===== src/design/vector_l2_normalizer_unit_defines.svh =====
// ---------------------------------------------------------------------------
// vector l2 normalizer assertion macros
// shared property forms for the normalizer checks, clocked on clk, reset rst_n
// ---------------------------------------------------------------------------
`ifndef VECTOR_L2_NORMALIZER_UNIT_DEFINES_SVH
`define VECTOR_L2_NORMALIZER_UNIT_DEFINES_SVH

// same-cycle implication
`define VLN_ASSERT_IMP(lbl, ante, cons) \
  lbl: assert property (@(posedge clk) disable iff (!rst_n) (ante) |-> (cons)) \
    else $error("vln assertion failed");

// next-cycle implication
`define VLN_ASSERT_NXT(lbl, ante, cons) \
  lbl: assert property (@(posedge clk) disable iff (!rst_n) (ante) |=> (cons)) \
    else $error("vln assertion failed");

`endif


===== src/design/vln_pkg.sv =====
// ---------------------------------------------------------------------------
// vln_pkg
// shared widths, defaults and types of the vector l2 normalizer
// ---------------------------------------------------------------------------
`default_nettype none

package vln_pkg;

  localparam int DEPTH_DEF  = 16;
  localparam int CNT_W      = 7;
  localparam int ELEM_W     = 16;
  localparam int SQ_W       = 32;
  localparam int SUM_W      = 40;
  localparam int NORM_W     = 24;
  localparam int ROOT_W     = 20;
  localparam int GRAD_W     = 32;
  localparam int DIV_W      = 31;
  localparam int FRAC_SH    = 14;
  localparam int ONE_Q14    = 16384;
  localparam int JOBQ_DEPTH = 2;

  // one finished vector handed from front to back
  typedef struct packed {
    logic [SUM_W-1:0] sum;
    logic [CNT_W-1:0] count;
  } job_t;

  // queue status seen by the top and back
  typedef struct packed {
    logic not_empty;
    logic full;
  } jobq_stat_t;

endpackage

`default_nettype wire


===== src/design/vln_ram.sv =====
// ---------------------------------------------------------------------------
// vln_ram
// generic single write, single registered read memory
// ---------------------------------------------------------------------------
`default_nettype none

module vln_ram #(
  parameter int WIDTH = 16,
  parameter int DEPTH = 16
) (
  input  wire logic                     clk,
  input  wire logic                     we,
  input  wire logic [$clog2(DEPTH)-1:0] waddr,
  input  wire logic [WIDTH-1:0]         wdata,
  input  wire logic [$clog2(DEPTH)-1:0] raddr,
  output logic      [WIDTH-1:0]         rdata
);

  logic [WIDTH-1:0] mem_r [DEPTH];

  // write port and registered read
  always_ff @(posedge clk) begin
    if (we) begin
      mem_r[waddr] <= wdata;
    end
    rdata <= mem_r[raddr];
  end

endmodule

`default_nettype wire


===== src/design/vln_front.sv =====
// ---------------------------------------------------------------------------
// vln_front
// stores elements, squares them and accumulates the sum of squares
// ---------------------------------------------------------------------------
`default_nettype none

module vln_front #(
  parameter int VECTOR_DEPTH = vln_pkg::DEPTH_DEF
) (
  input  wire logic                              clk,
  input  wire logic                              rst_n,
  input  wire logic                              accept,
  input  wire logic signed [vln_pkg::ELEM_W-1:0] elem_value,
  input  wire logic                              elem_last,
  output logic                                   ram_we,
  output logic [$clog2(VECTOR_DEPTH)-1:0]        ram_waddr,
  output logic [vln_pkg::ELEM_W-1:0]             ram_wdata,
  output logic                                   job_push,
  output vln_pkg::job_t                          job_data,
  output logic                                   last_pending
);

  localparam int AW = $clog2(VECTOR_DEPTH);

  logic [vln_pkg::CNT_W-1:0] count_r, count_nxt;
  logic [vln_pkg::SUM_W-1:0] sum_r, sum_nxt, sum_add;
  logic [vln_pkg::SQ_W-1:0]  sq_r;
  logic                      sq_v_r, last_r;
  logic                      store;
  logic signed [vln_pkg::SQ_W-1:0] prod;

  // element is kept only while there is room
  assign store     = accept && (count_r < vln_pkg::CNT_W'(VECTOR_DEPTH));
  assign ram_we    = store;
  assign ram_waddr = count_r[AW-1:0];
  assign ram_wdata = elem_value;
  assign prod      = elem_value * elem_value;

  // accumulate the registered square
  assign sum_add = sum_r + (sq_v_r ? {{(vln_pkg::SUM_W-vln_pkg::SQ_W){1'b0}}, sq_r}
                                   : {vln_pkg::SUM_W{1'b0}});

  assign job_push       = last_r;
  assign job_data.sum   = sum_add;
  assign job_data.count = count_r;
  assign last_pending   = last_r;

  always_comb begin
    count_nxt = count_r;
    sum_nxt   = sum_add;
    if (last_r) begin
      count_nxt = '0;
      sum_nxt   = '0;
    end else if (store) begin
      count_nxt = count_r + 1'b1;
    end
  end

  // control state
  always_ff @(posedge clk) begin
    if (!rst_n) begin
      count_r <= '0;
      sum_r   <= '0;
      sq_v_r  <= 1'b0;
      last_r  <= 1'b0;
    end else begin
      count_r <= count_nxt;
      sum_r   <= sum_nxt;
      sq_v_r  <= store;
      last_r  <= accept && elem_last;
    end
  end

  // square product register
  always_ff @(posedge clk) begin
    sq_r <= prod;
  end

endmodule

`default_nettype wire


===== src/design/vln_jobq.sv =====
// ---------------------------------------------------------------------------
// vln_jobq
// short queue of finished vectors between front and back
// ---------------------------------------------------------------------------
`default_nettype none

module vln_jobq (
  input  wire logic          clk,
  input  wire logic          rst_n,
  input  wire logic          push,
  input  wire vln_pkg::job_t push_data,
  input  wire logic          pop,
  output vln_pkg::job_t      pop_data,
  output vln_pkg::jobq_stat_t stat
);

  localparam int PW = $clog2(vln_pkg::JOBQ_DEPTH);

  vln_pkg::job_t  q_r [vln_pkg::JOBQ_DEPTH];
  logic [PW-1:0]  wr_ptr_r, rd_ptr_r;
  logic [PW:0]    fill_r;
  logic           do_push, do_pop;

  assign stat.not_empty = (fill_r != '0);
  assign stat.full      = (fill_r == (PW+1)'(vln_pkg::JOBQ_DEPTH));
  assign do_push        = push && !stat.full;
  assign do_pop         = pop && stat.not_empty;
  assign pop_data       = q_r[rd_ptr_r];

  // pointers and fill level
  always_ff @(posedge clk) begin
    if (!rst_n) begin
      wr_ptr_r <= '0;
      rd_ptr_r <= '0;
      fill_r   <= '0;
    end else begin
      if (do_push) wr_ptr_r <= wr_ptr_r + 1'b1;
      if (do_pop)  rd_ptr_r <= rd_ptr_r + 1'b1;
      fill_r <= fill_r + (PW+1)'(do_push) - (PW+1)'(do_pop);
    end
  end

  // entry storage
  always_ff @(posedge clk) begin
    if (do_push) begin
      q_r[wr_ptr_r] <= push_data;
    end
  end

endmodule

`default_nettype wire


===== src/design/vln_back.sv =====
// ---------------------------------------------------------------------------
// vln_back
// serial square root, then a shared serial divider per element and emission
// ---------------------------------------------------------------------------
`default_nettype none

module vln_back #(
  parameter int VECTOR_DEPTH = vln_pkg::DEPTH_DEF
) (
  input  wire logic                               clk,
  input  wire logic                               rst_n,
  input  wire logic                               job_valid,
  input  wire vln_pkg::job_t                      job_data,
  output logic                                    job_pop,
  output logic [$clog2(VECTOR_DEPTH)-1:0]         ram_raddr,
  input  wire logic [vln_pkg::ELEM_W-1:0]         ram_rdata,
  output logic                                    out_valid,
  output logic signed [vln_pkg::ELEM_W-1:0]       out_norm_value,
  output logic signed [vln_pkg::GRAD_W-1:0]       out_grad_value,
  output logic                                    out_zero_norm,
  output logic                                    out_run_last,
  output logic                                    active
);

  localparam int AW  = $clog2(VECTOR_DEPTH);
  localparam int RW  = vln_pkg::SUM_W + 2;
  localparam int DW  = vln_pkg::DIV_W;
  localparam int SW  = $clog2(DW);

  localparam logic [2:0] ST_IDLE  = 3'd0;
  localparam logic [2:0] ST_SQRT  = 3'd1;
  localparam logic [2:0] ST_READ  = 3'd2;
  localparam logic [2:0] ST_WAIT  = 3'd3;
  localparam logic [2:0] ST_DIV_N = 3'd4;
  localparam logic [2:0] ST_DIV_G = 3'd5;

  logic [2:0]                state_r, state_nxt;
  logic [vln_pkg::CNT_W-1:0] count_r, count_nxt, k_r, k_nxt;
  logic [RW-1:0]             sqv_r, sqv_nxt, root_r, root_nxt, bit_r, bit_nxt;
  logic [RW-1:0]             trial;
  logic [vln_pkg::NORM_W-1:0] norm_r, norm_nxt;
  logic [vln_pkg::ROOT_W:0]  rem_r, rem_nxt, rem_sh, den;
  logic [DW-1:0]             quo_r, quo_nxt, quo_sh;
  logic                      neg_r, neg_nxt, ge;
  logic [SW-1:0]             step_r, step_nxt;
  logic signed [vln_pkg::ELEM_W-1:0] nq_sat;
  logic signed [vln_pkg::ELEM_W:0]   d_g;
  logic [vln_pkg::ELEM_W:0]  e_abs;
  logic [vln_pkg::ELEM_W-1:0] dg_abs;
  logic                      is_last;
  logic                      ov_nxt, oz_nxt, ol_nxt;
  logic signed [vln_pkg::ELEM_W-1:0] on_nxt;
  logic signed [vln_pkg::GRAD_W-1:0] og_nxt;
  logic signed [vln_pkg::ELEM_W-1:0] e_s;

  assign active    = (state_r != ST_IDLE);
  assign ram_raddr = k_r[AW-1:0];
  assign is_last   = (k_r == count_r - 1'b1);
  assign e_s       = ram_rdata;

  // one square root step
  assign trial = root_r + bit_r;

  // one restoring divide step
  assign den    = {1'b0, norm_r[vln_pkg::ROOT_W-1:0]};
  assign rem_sh = {rem_r[vln_pkg::ROOT_W-1:0], quo_r[DW-1]};
  assign ge     = (rem_sh >= den);
  assign quo_sh = {quo_r[DW-2:0], ge};

  // magnitude of the element numerator
  assign e_abs = e_s[vln_pkg::ELEM_W-1] ? (vln_pkg::ELEM_W+1)'(-$signed({e_s[vln_pkg::ELEM_W-1], e_s}))
                                        : {1'b0, e_s};

  // normalized value saturated to 16 bits, then gradient numerator
  always_comb begin
    if (neg_r) begin
      if (quo_sh > DW'(32768)) nq_sat = 16'sh8000;
      else nq_sat = vln_pkg::ELEM_W'(-$signed({1'b0, quo_sh}));
    end else begin
      if (quo_sh > DW'(32767)) nq_sat = 16'sh7fff;
      else nq_sat = vln_pkg::ELEM_W'(quo_sh);
    end
  end
  assign d_g    = (vln_pkg::ELEM_W+1)'(vln_pkg::ONE_Q14) - {nq_sat[vln_pkg::ELEM_W-1], nq_sat};
  assign dg_abs = d_g[vln_pkg::ELEM_W] ? vln_pkg::ELEM_W'(-d_g) : d_g[vln_pkg::ELEM_W-1:0];

  // sequencer
  always_comb begin
    state_nxt = state_r;
    count_nxt = count_r;
    k_nxt     = k_r;
    sqv_nxt   = sqv_r;
    root_nxt  = root_r;
    bit_nxt   = bit_r;
    norm_nxt  = norm_r;
    rem_nxt   = rem_r;
    quo_nxt   = quo_sh;
    neg_nxt   = neg_r;
    step_nxt  = step_r;
    job_pop   = 1'b0;
    ov_nxt    = 1'b0;
    on_nxt    = out_norm_value;
    og_nxt    = out_grad_value;
    oz_nxt    = out_zero_norm;
    ol_nxt    = out_run_last;
    case (state_r)
      ST_IDLE: begin
        if (job_valid) begin
          job_pop   = 1'b1;
          count_nxt = job_data.count;
          sqv_nxt   = RW'(job_data.sum);
          root_nxt  = '0;
          bit_nxt   = RW'(1) << vln_pkg::SUM_W;
          k_nxt     = '0;
          state_nxt = ST_SQRT;
        end
      end
      ST_SQRT: begin
        if (sqv_r >= trial) begin
          sqv_nxt  = sqv_r - trial;
          root_nxt = (root_r >> 1) + bit_r;
        end else begin
          root_nxt = root_r >> 1;
        end
        bit_nxt = bit_r >> 2;
        if (bit_r == RW'(1)) begin
          norm_nxt  = root_nxt[vln_pkg::NORM_W-1:0];
          state_nxt = ST_READ;
        end
      end
      ST_READ: begin
        state_nxt = ST_WAIT;
      end
      ST_WAIT: begin
        if (norm_r == '0) begin
          ov_nxt = 1'b1;
          on_nxt = '0;
          og_nxt = '0;
          oz_nxt = 1'b1;
          ol_nxt = is_last;
          k_nxt  = k_r + 1'b1;
          state_nxt = is_last ? ST_IDLE : ST_READ;
        end else begin
          quo_nxt   = {e_abs[DW-vln_pkg::FRAC_SH-1:0], {vln_pkg::FRAC_SH{1'b0}}};
          rem_nxt   = '0;
          neg_nxt   = e_s[vln_pkg::ELEM_W-1];
          step_nxt  = SW'(DW-1);
          state_nxt = ST_DIV_N;
        end
      end
      ST_DIV_N: begin
        rem_nxt  = ge ? (rem_sh - den) : rem_sh;
        step_nxt = step_r - 1'b1;
        if (step_r == '0) begin
          on_nxt    = nq_sat;
          quo_nxt   = {{(DW-vln_pkg::ELEM_W-vln_pkg::FRAC_SH){1'b0}}, dg_abs,
                       {vln_pkg::FRAC_SH{1'b0}}};
          rem_nxt   = '0;
          neg_nxt   = d_g[vln_pkg::ELEM_W];
          step_nxt  = SW'(DW-1);
          state_nxt = ST_DIV_G;
        end
      end
      ST_DIV_G: begin
        rem_nxt  = ge ? (rem_sh - den) : rem_sh;
        step_nxt = step_r - 1'b1;
        if (step_r == '0) begin
          ov_nxt = 1'b1;
          og_nxt = neg_r ? -$signed({1'b0, quo_sh}) : $signed({1'b0, quo_sh});
          oz_nxt = 1'b0;
          ol_nxt = is_last;
          k_nxt  = k_r + 1'b1;
          state_nxt = is_last ? ST_IDLE : ST_READ;
        end
      end
      default: begin
        state_nxt = ST_IDLE;
      end
    endcase
  end

  // control state
  always_ff @(posedge clk) begin
    if (!rst_n) begin
      state_r   <= ST_IDLE;
      out_valid <= 1'b0;
    end else begin
      state_r   <= state_nxt;
      out_valid <= ov_nxt;
    end
  end

  // datapath registers
  always_ff @(posedge clk) begin
    count_r        <= count_nxt;
    k_r            <= k_nxt;
    sqv_r          <= sqv_nxt;
    root_r         <= root_nxt;
    bit_r          <= bit_nxt;
    norm_r         <= norm_nxt;
    rem_r          <= rem_nxt;
    quo_r          <= quo_nxt;
    neg_r          <= neg_nxt;
    step_r         <= step_nxt;
    out_norm_value <= on_nxt;
    out_grad_value <= og_nxt;
    out_zero_norm  <= oz_nxt;
    out_run_last   <= ol_nxt;
  end

endmodule

`default_nettype wire


===== src/design/vector_l2_normalizer_unit.sv =====
// ---------------------------------------------------------------------------
// vector_l2_normalizer_unit
// l2 normalization of a vector with gradient, fixed point
// ---------------------------------------------------------------------------
//  channel  | ports                                   | handshake
//  input    | in_elem_value, in_elem_last             | start && !busy
//  result   | out_norm_value, out_grad_value,         | out_valid, one cycle
//           | out_zero_norm, out_run_last             |
//
// an element without the last flag leaves busy low, so the next one can follow
// after the last element: a handoff through the queue, a serial square root,
// then per element a memory read, a wait state for the read data and two
// 31-step divides
// zero norm skips the divides: only the read and the wait state per element
// rst_n is synchronous; the result side has no stall
// ---------------------------------------------------------------------------
`default_nettype none

`include "vector_l2_normalizer_unit_defines.svh"

module vector_l2_normalizer_unit #(
  parameter int VECTOR_DEPTH = vln_pkg::DEPTH_DEF
) (
  input  wire logic                               clk,
  input  wire logic                               rst_n,
  input  wire logic                               start,
  output logic                                    busy,
  input  wire logic signed [vln_pkg::ELEM_W-1:0]  in_elem_value,
  input  wire logic                               in_elem_last,
  output logic                                    out_valid,
  output logic signed [vln_pkg::ELEM_W-1:0]       out_norm_value,
  output logic signed [vln_pkg::GRAD_W-1:0]       out_grad_value,
  output logic                                    out_zero_norm,
  output logic                                    out_run_last
);

  localparam int AW = $clog2(VECTOR_DEPTH);

  logic                        accept;
  logic                        ram_we;
  logic [AW-1:0]               ram_waddr, ram_raddr;
  logic [vln_pkg::ELEM_W-1:0]  ram_wdata, ram_rdata;
  logic                        job_push, job_pop, last_pending, back_active;
  vln_pkg::job_t               push_job, pop_job;
  vln_pkg::jobq_stat_t         q_stat;

  // item handshake
  assign busy   = last_pending || q_stat.not_empty || back_active;
  assign accept = start && !busy;

  vln_front #(.VECTOR_DEPTH(VECTOR_DEPTH)) u_front (
    .clk          (clk),
    .rst_n        (rst_n),
    .accept       (accept),
    .elem_value   (in_elem_value),
    .elem_last    (in_elem_last),
    .ram_we       (ram_we),
    .ram_waddr    (ram_waddr),
    .ram_wdata    (ram_wdata),
    .job_push     (job_push),
    .job_data     (push_job),
    .last_pending (last_pending)
  );

  vln_ram #(.WIDTH(vln_pkg::ELEM_W), .DEPTH(VECTOR_DEPTH)) u_store (
    .clk   (clk),
    .we    (ram_we),
    .waddr (ram_waddr),
    .wdata (ram_wdata),
    .raddr (ram_raddr),
    .rdata (ram_rdata)
  );

  vln_jobq u_jobq (
    .clk       (clk),
    .rst_n     (rst_n),
    .push      (job_push),
    .push_data (push_job),
    .pop       (job_pop),
    .pop_data  (pop_job),
    .stat      (q_stat)
  );

  vln_back #(.VECTOR_DEPTH(VECTOR_DEPTH)) u_back (
    .clk            (clk),
    .rst_n          (rst_n),
    .job_valid      (q_stat.not_empty),
    .job_data       (pop_job),
    .job_pop        (job_pop),
    .ram_raddr      (ram_raddr),
    .ram_rdata      (ram_rdata),
    .out_valid      (out_valid),
    .out_norm_value (out_norm_value),
    .out_grad_value (out_grad_value),
    .out_zero_norm  (out_zero_norm),
    .out_run_last   (out_run_last),
    .active         (back_active)
  );

  // checks
  `VLN_ASSERT_NXT(a_last_makes_busy, accept && in_elem_last, busy)
  `VLN_ASSERT_IMP(a_zero_norm_out, out_valid && out_zero_norm, (out_norm_value == '0) && (out_grad_value == '0))
  `VLN_ASSERT_NXT(a_last_result_ends, out_valid && out_run_last, !out_valid)

endmodule

`default_nettype wire

===== config.mk =====
export PLATFORM = sky130hd
export DESIGN_NAME = vector_l2_normalizer_unit
export DESIGN_NICKNAME = d
export VERILOG_FILES = /design/src/design/vln_pkg.sv /design/src/design/vln_ram.sv /design/src/design/vln_front.sv /design/src/design/vln_jobq.sv /design/src/design/vln_back.sv /design/src/design/vector_l2_normalizer_unit.sv
export VERILOG_INCLUDE_DIRS = /design/src /design/src/design
export SDC_FILE = /design/constraint.sdc
export NUM_CORES = 2
export LEC_CHECK = 0
export ABC_AREA = 1
export ABC_CLOCK_PERIOD_IN_PS = 7900
export BUFFER_PORTS_ARGS = -buffer_cell sky130_fd_sc_hd__buf_4
export CELL_PAD_IN_SITES_DETAIL_PLACEMENT = 0
export CELL_PAD_IN_SITES_GLOBAL_PLACEMENT = 1
export CORE_MARGIN = 10
export CORE_UTILIZATION = 45
export CTS_CLUSTER_DIAMETER = 40
export DETAILED_ROUTE_END_ITERATION = 12
export GPL_ROUTABILITY_DRIVEN = 1
export PLACE_DENSITY = 0.75
export RECOVER_POWER = 100
export SLEW_MARGIN = 20
export SYNTH_ARGS = -nofsm -noshare
export SYNTH_HDL_FRONTEND = slang
export SYNTH_HIERARCHICAL = 1
export SYNTH_SLANG_ARGS = --single-unit

===== constraint.sdc =====
create_clock -name clk -period 7.9 [get_ports clk]
set_input_delay 0.79 -clock clk [delete_from_list [all_inputs] [get_ports clk]]
set_output_delay 0.79 -clock clk [all_outputs]
set_load 0.1 [all_outputs]

-- Word level (Yosys, flattened, before mapping)
Memory sizes are Yosys's and may differ from the RTL's. A register that Yosys moved wholly into a read port is not among the register bits.
Cells that the tools add are included.
- add/sub/neg operators: 17
- $mul: 1
- divide/modulo/power cells: 0
- $lt $le $gt $ge: 5
- equal/unequal tests: 15
- shift-type cells: 0
- muxes and demuxes: 62
- bitwise gates (word level): 1
- reductions and logical operators: 30
- operators with widths (kind ; number):
    $pmux 42 s2 ; 3
    $mux 42 ; 5
    $mux 32 ; 4
    $mux 16 ; 6
    $pmux 32 s2 ; 1
    $mux 31 ; 2
    $pmux 31 s2 ; 1
    $mux 20 ; 3
    $pmux 20 s3 ; 1
    $add 41x42->42 ; 1
    $add 42x42->42 ; 1
    $eq 42x1->1 const B ; 1
    $ge 42x42->1 ; 1
    $sub 42x42->42 ; 1
    $add 40x40->40 ; 1
    $mul 16x16->32 ; 1
    $neg 31->32 ; 1
    $pmux 16 s2 ; 1
    $gt 31x15->1 const B ; 1
    $gt 31x16->1 const B ; 1
    $logic_not 24->1 ; 1
    $ge 21x20->1 ; 1
    $mux 7 ; 3
    $pmux 7 s3 ; 1
    38 further kinds ; 88
- register bits after elaboration: 360
- latch bits: 0
- RAM bits: 350
- ROM bits: 0
- input bits: 20
- output and inout port bits: 52
- logic and storage cells: 157
- memories: 2
- memories (name ; words ; width ; read ports ; clocked after Yosys merged registers in ; wr ports ; RTL line ; source):
    u_store.mem_r ; 16 ; 16 ; 1 ; 1 ; 1 ; vln_ram.sv:19 ; logic [WIDTH-1:0] mem_r [DEPTH];
    u_jobq.q_r ; 2 ; 47 ; 1 ; 1 ; 1 ; vln_jobq.sv:19 ; vln_pkg::job_t q_r [vln_pkg::JOBQ_DEPTH];

-- Depth between registers and ports, before layout
- depth after elaboration: 9
- mapped depth: 40
- depth with buffers taken out: 38

-- Modules after synthesis
The synthesis kept the hierarchy.
- by module, submodules not included (module ; instances ; cells each ; area an instance (um^2) ; sequential area each (um^2)):
    vln_back ; 1 ; 2474 ; 18861.8 ; 7277.0
    vln_front ; 1 ; 2142 ; 15167.0 ; 1601.5
    vln_ram ; 1 ; 1074 ; 11380.9 ; 8007.7
    vln_jobq ; 1 ; 184 ; 3762.4 ; 2922.8
    vector_l2_normalizer_unit ; 1 ; 5 ; 26.3 ; 0.0

-- Worst setup path before layout
Ideal clock, no wire load.
- kind: register to register
- from: reg u_back.root_r[2]
- to: reg u_back.sqv_r[0], enable pin
- library setup time: 0.455 ns
- data arrival time: 5.907 ns
- data required time: 7.445 ns
- slack: 1.537 ns
- cell stages (with the launch flop): 29
- path buffers: 0
- period minus slack after synthesis: 6.363 ns
- path through: edfxtp_1 -> ha_1 -> nand2_1 -> a21oi_1 -> nand2_1 -> o21ai_1 -> a22oi_1 -> o21ai_1 -> nand2_1 -> o21ai_1 -> nand2_1 -> o21ai_1 -> nand2_1 -> nand2_1 -> nand2_1 -> o21ai_1 -> nand2_1 -> o21ai_1 -> a21boi_0 -> xor2_1 -> ha_1 -> nand2_1 -> nor2_1 -> nand2_1 -> o21ai_0 -> a21oi_1 -> nand3_1 -> nor2_1 -> a21oi_1
- cells in the longest elaborated chain, start to end: 4
- RTL lines (what ; RTL line ; source):
    from (decl) ; vln_back.sv:39 ; logic [RW-1:0] sqv_r, sqv_nxt, root_r, root_nxt, bit_r, bit_nxt;
    from (signal assigned) ; vln_back.sv:198 ; root_r <= root_nxt;
    $add 42x42->42 ; vln_back.sv:62 ; assign trial = root_r + bit_r;
    $ge 42x42->1 ; vln_back.sv:119 ; if (sqv_r >= trial) begin
    $ne 2x1->1 (no line) ; - ;
    $reduce_and 3->1 (no line) ; - ;
    to (signal assigned) ; vln_back.sv:197 ; sqv_r <= sqv_nxt;
    to (decl) ; vln_back.sv:39 ;
No other way between the ends.
A chain may end at the register's enable or synchronous reset.

-- Worst setup path in the final report
- from: in in_elem_value[7] (netlist bit)
- to: reg u_front/sq_r[19] (netlist bit)
- cells in the longest elaborated chain, start to end: 1
- RTL lines (what ; RTL line ; source):
    from (decl) ; vector_l2_normalizer_unit.sv:28 ; input wire logic signed [vln_pkg::ELEM_W-1:0] in_elem_value,
    $mul 16x16->32 ; vln_front.sv:37 ; assign prod = elem_value * elem_value;
    via u_front.prod, one bit ; vln_front.sv:30 ; logic signed [vln_pkg::SQ_W-1:0] prod;
    to (signal assigned) ; vln_front.sv:76 ; sq_r <= prod;
    to (decl) ; vln_front.sv:27 ; logic [vln_pkg::SQ_W-1:0] sq_r;
The timed path passes the listed nets, and every way through them passes these cells.

==> summary.txt <==
starting DRC count in detailed routing - 2,568
initial antenna violation count - 3
post-detailed-route count of antenna-violating nets - 0
Period minus WS final - 6.90 ns
RSZ-0062 raised after global routing - false
min-delay src - in_elem_last
Placeable Area - 0.109 mm2
Layout fillers - 10,500
clock transition at the registers of the reported paths - 0.06 ns
reg2reg path depth - 32
Root Buffer - clkbuf_16
clock buffer depth - 3
Setup TNS Final - 0 ns
gr ovfl total - 0
Max Cap Viol - 29
Hold/Removal Path Class - primary input to flop
VDD IR-drop max - 0.000677 V
Worst EP arrival - 7.52 ns
drt wl/cell - 16.9 um
# Post-CTS Setup Buffers - 0
final critical-path share of the clock period - 87.4%
Crit Path Category - primary input to flop
CTS H-Tree Depth - 3
P_leak - 25.4 nW
CTS sink count - 705
setup ws final - 0.996 ns
Critical Path Start Type - primary input
Global Route met1 Usage - 27.8%
Antenna diodes - 0
Reg2Reg Capture Point - u_back/quo_r[15]
Buffers & Inverters on Critical Path - 8
largest net degree at the start of global routing - 82
CP dominant cell by count - inv_1
layout cell share with drive strength beyond 1 - 5.88%
met3 track demand over resource - 2.76%
Remaining DRCs - 0
Syn Nets - 6,376
Starting Density - 45.3%
Pwr Density - 447 mW/mm2
slew margin rel. - -142%
final hold viol count - 0
Synth Cell Area - 0.0492 mm2
fin. max-slew vios - 987
hold path cells - 3
number of buffers created by CTS - 112
Hold-fix buffers, CTS - 0
Reg2Reg Launch Point - u_back/norm_r[16]
Place WS - 1.25 ns
post-cts resize count - 0
Yosys warning count - 6
vias in the first global route - 37,300
chain of cells forming the critical path - clkbuf_1 -> inv_1 -> fa_1 -> inv_1 -> fa_1 -> inv_1 -> fa_1 -> inv_1 -> fa_1 -> fa_1 -> inv_1 -> fa_1 -> inv_1 -> ha_1 -> nand2_1 -> nor2_1 -> inv_1 -> o211ai_1 -> nand2_1 -> nand2_1 -> xor2_1
gr usage total - 20.6%
Horiz. Die Dim - 351 um
Worst path slowest cell - clkbuf_1
Cells after Synth - 5,878
Hold Crit Endpoint - u_front/job_push
Max Clk Rate - 0.145 GHz
Clock Skew - 0.0428 ns
status - finished, violations left
nets - 6,439
# port buffers - 71
HPWL after DPL - 92.2 mm
vias per cell - 5.01
placer congestion estimate - 0.884
CP Max Fanout - 32
# setup viols final - 0
GR Util met2 - 34.4%
reg2reg setup slack - 1.09 ns
# IOs - 72
Crit path required time - 8.51 ns
row cnt - 121
Area Overhead vs Synth - 10.5%
slowest cell delay on critical path - 1.18 ns
GRT Max-Usage Layer - met2
global-route wire length before repair - 202 mm
DIE HEIGHT - 351 um
Die Area - 0.123 mm2
vias - 37,300
final wirelength - 126 mm
average cell area after synthesis - 8.37 um2
Worst-Skew Late Latency - 0.71 ns
Worst Setup End Kind - flop
DRT Pass-1 Iters - 5
CTS tree - done
failing checks - capacitance limit, slew limit
cell family with most CP delay - adder cells
Worst-Margin Slew - 3.63 ns
per-stage QoR:
| step | util (%) | power, mW | hold slack (ns) | instances | cell area, um2 |
|---|---|---|---|---|---|
| 2_1_floorplan | - | 15.9 | 0.426 | 5878 | 49200 |
| 3_3_place_gp | 46.9 | 19.4 | 0.437 | 7241 | 51000 |
| 3_5_place_dp | 46.9 | 19.5 | 0.450 | 7241 | 51000 |
| 4_1_cts | 50.4 | 24.5 | 0.276 | 7455 | 54800 |
| 5_1_grt | 50.0 | 26.7 | 0.328 | 7455 | 54300 |
| 6_report | 50.0 | 24.3 | 0.313 | 7455 | 54300 |
metal layers:
metal  share of wire, %  wire length, um  vias up
met5             0.0087               11        -
met4                2.4             2990        2
met3                5.0             6360      177
met2                 47            58900      856
met1                 46            57800    17500
li1                   -                -    18800
area by class of cell:
type                       count  area (um2)  share of cell area, %
tap                         1414        1770                   3.26
inverter                    1185        4450                   8.19
timing repair buffer         114         508                  0.935
multi-input combinational   3823       23900                   44.0
clock inverter                84         936                   1.72
sequential                   705       19800                   36.5
clock buffer                 130        2930                   5.40
report_power, final:
| part | internal (mW) | switching (mW) |
|---|---|---|
| combinational | 4.89 | 9.05 |
| sequential | 4.96 | 0.458 |
| clock | 2.98 | 1.96 |
| total | 12.8 | 11.5 |
placed cells by master (no fill, tap or decap), types with 108 or more instances in the layout:
cell type and count:
o21ai_0 203, ha_1 240, inv_1 1171, nand2_1 1453
a21oi_1 298, edfxtp_1 569, clkbuf_16 114, xor2_1 108
nand3_1 359, fa_1 238, dfxtp_1 135, nor2_1 452
tightest hold or removal path, stage by stage:
cell     delay (ns)
buf_4          0.08
nand2_1        0.04
nor2_1         0.07
how the worst max path moves through the flow:
stage	start	to	slack (ns)	cells past startpoint
CTS	u_back/root_r[10]	u_back/root_r[1]	1.73	30
global route	u_back/root_r[6]	u_back/sqv_r[17]	0.58	29
finish	in_elem_value[7]	u_front/sq_r[19]	1.0	21
global placement	in_elem_value[15]	u_front/sq_r[31]	1.30	21
detailed placement	in_elem_value[15]	u_front/sq_r[31]	1.25	21
floorplan	u_back/root_r[2]	u_back/sqv_r[0]	1.54	28
flip-flops by register name, indices dropped and copies added, names as in the netlist, 20 cells and up, named ones only:
name,cells
u_back/norm_r,24
u_back/sqv_r,42
u_store/mem_r,256
u_front/sq_r,31
u_jobq/q_r,94
u_back/quo_r,31
u_front/sum_r,40
u_back/out_grad_value,32
u_back/rem_r,20
u_back/bit_r,21
u_back/root_r,42
No activity file was read; power rests on OpenSTA's default activity.
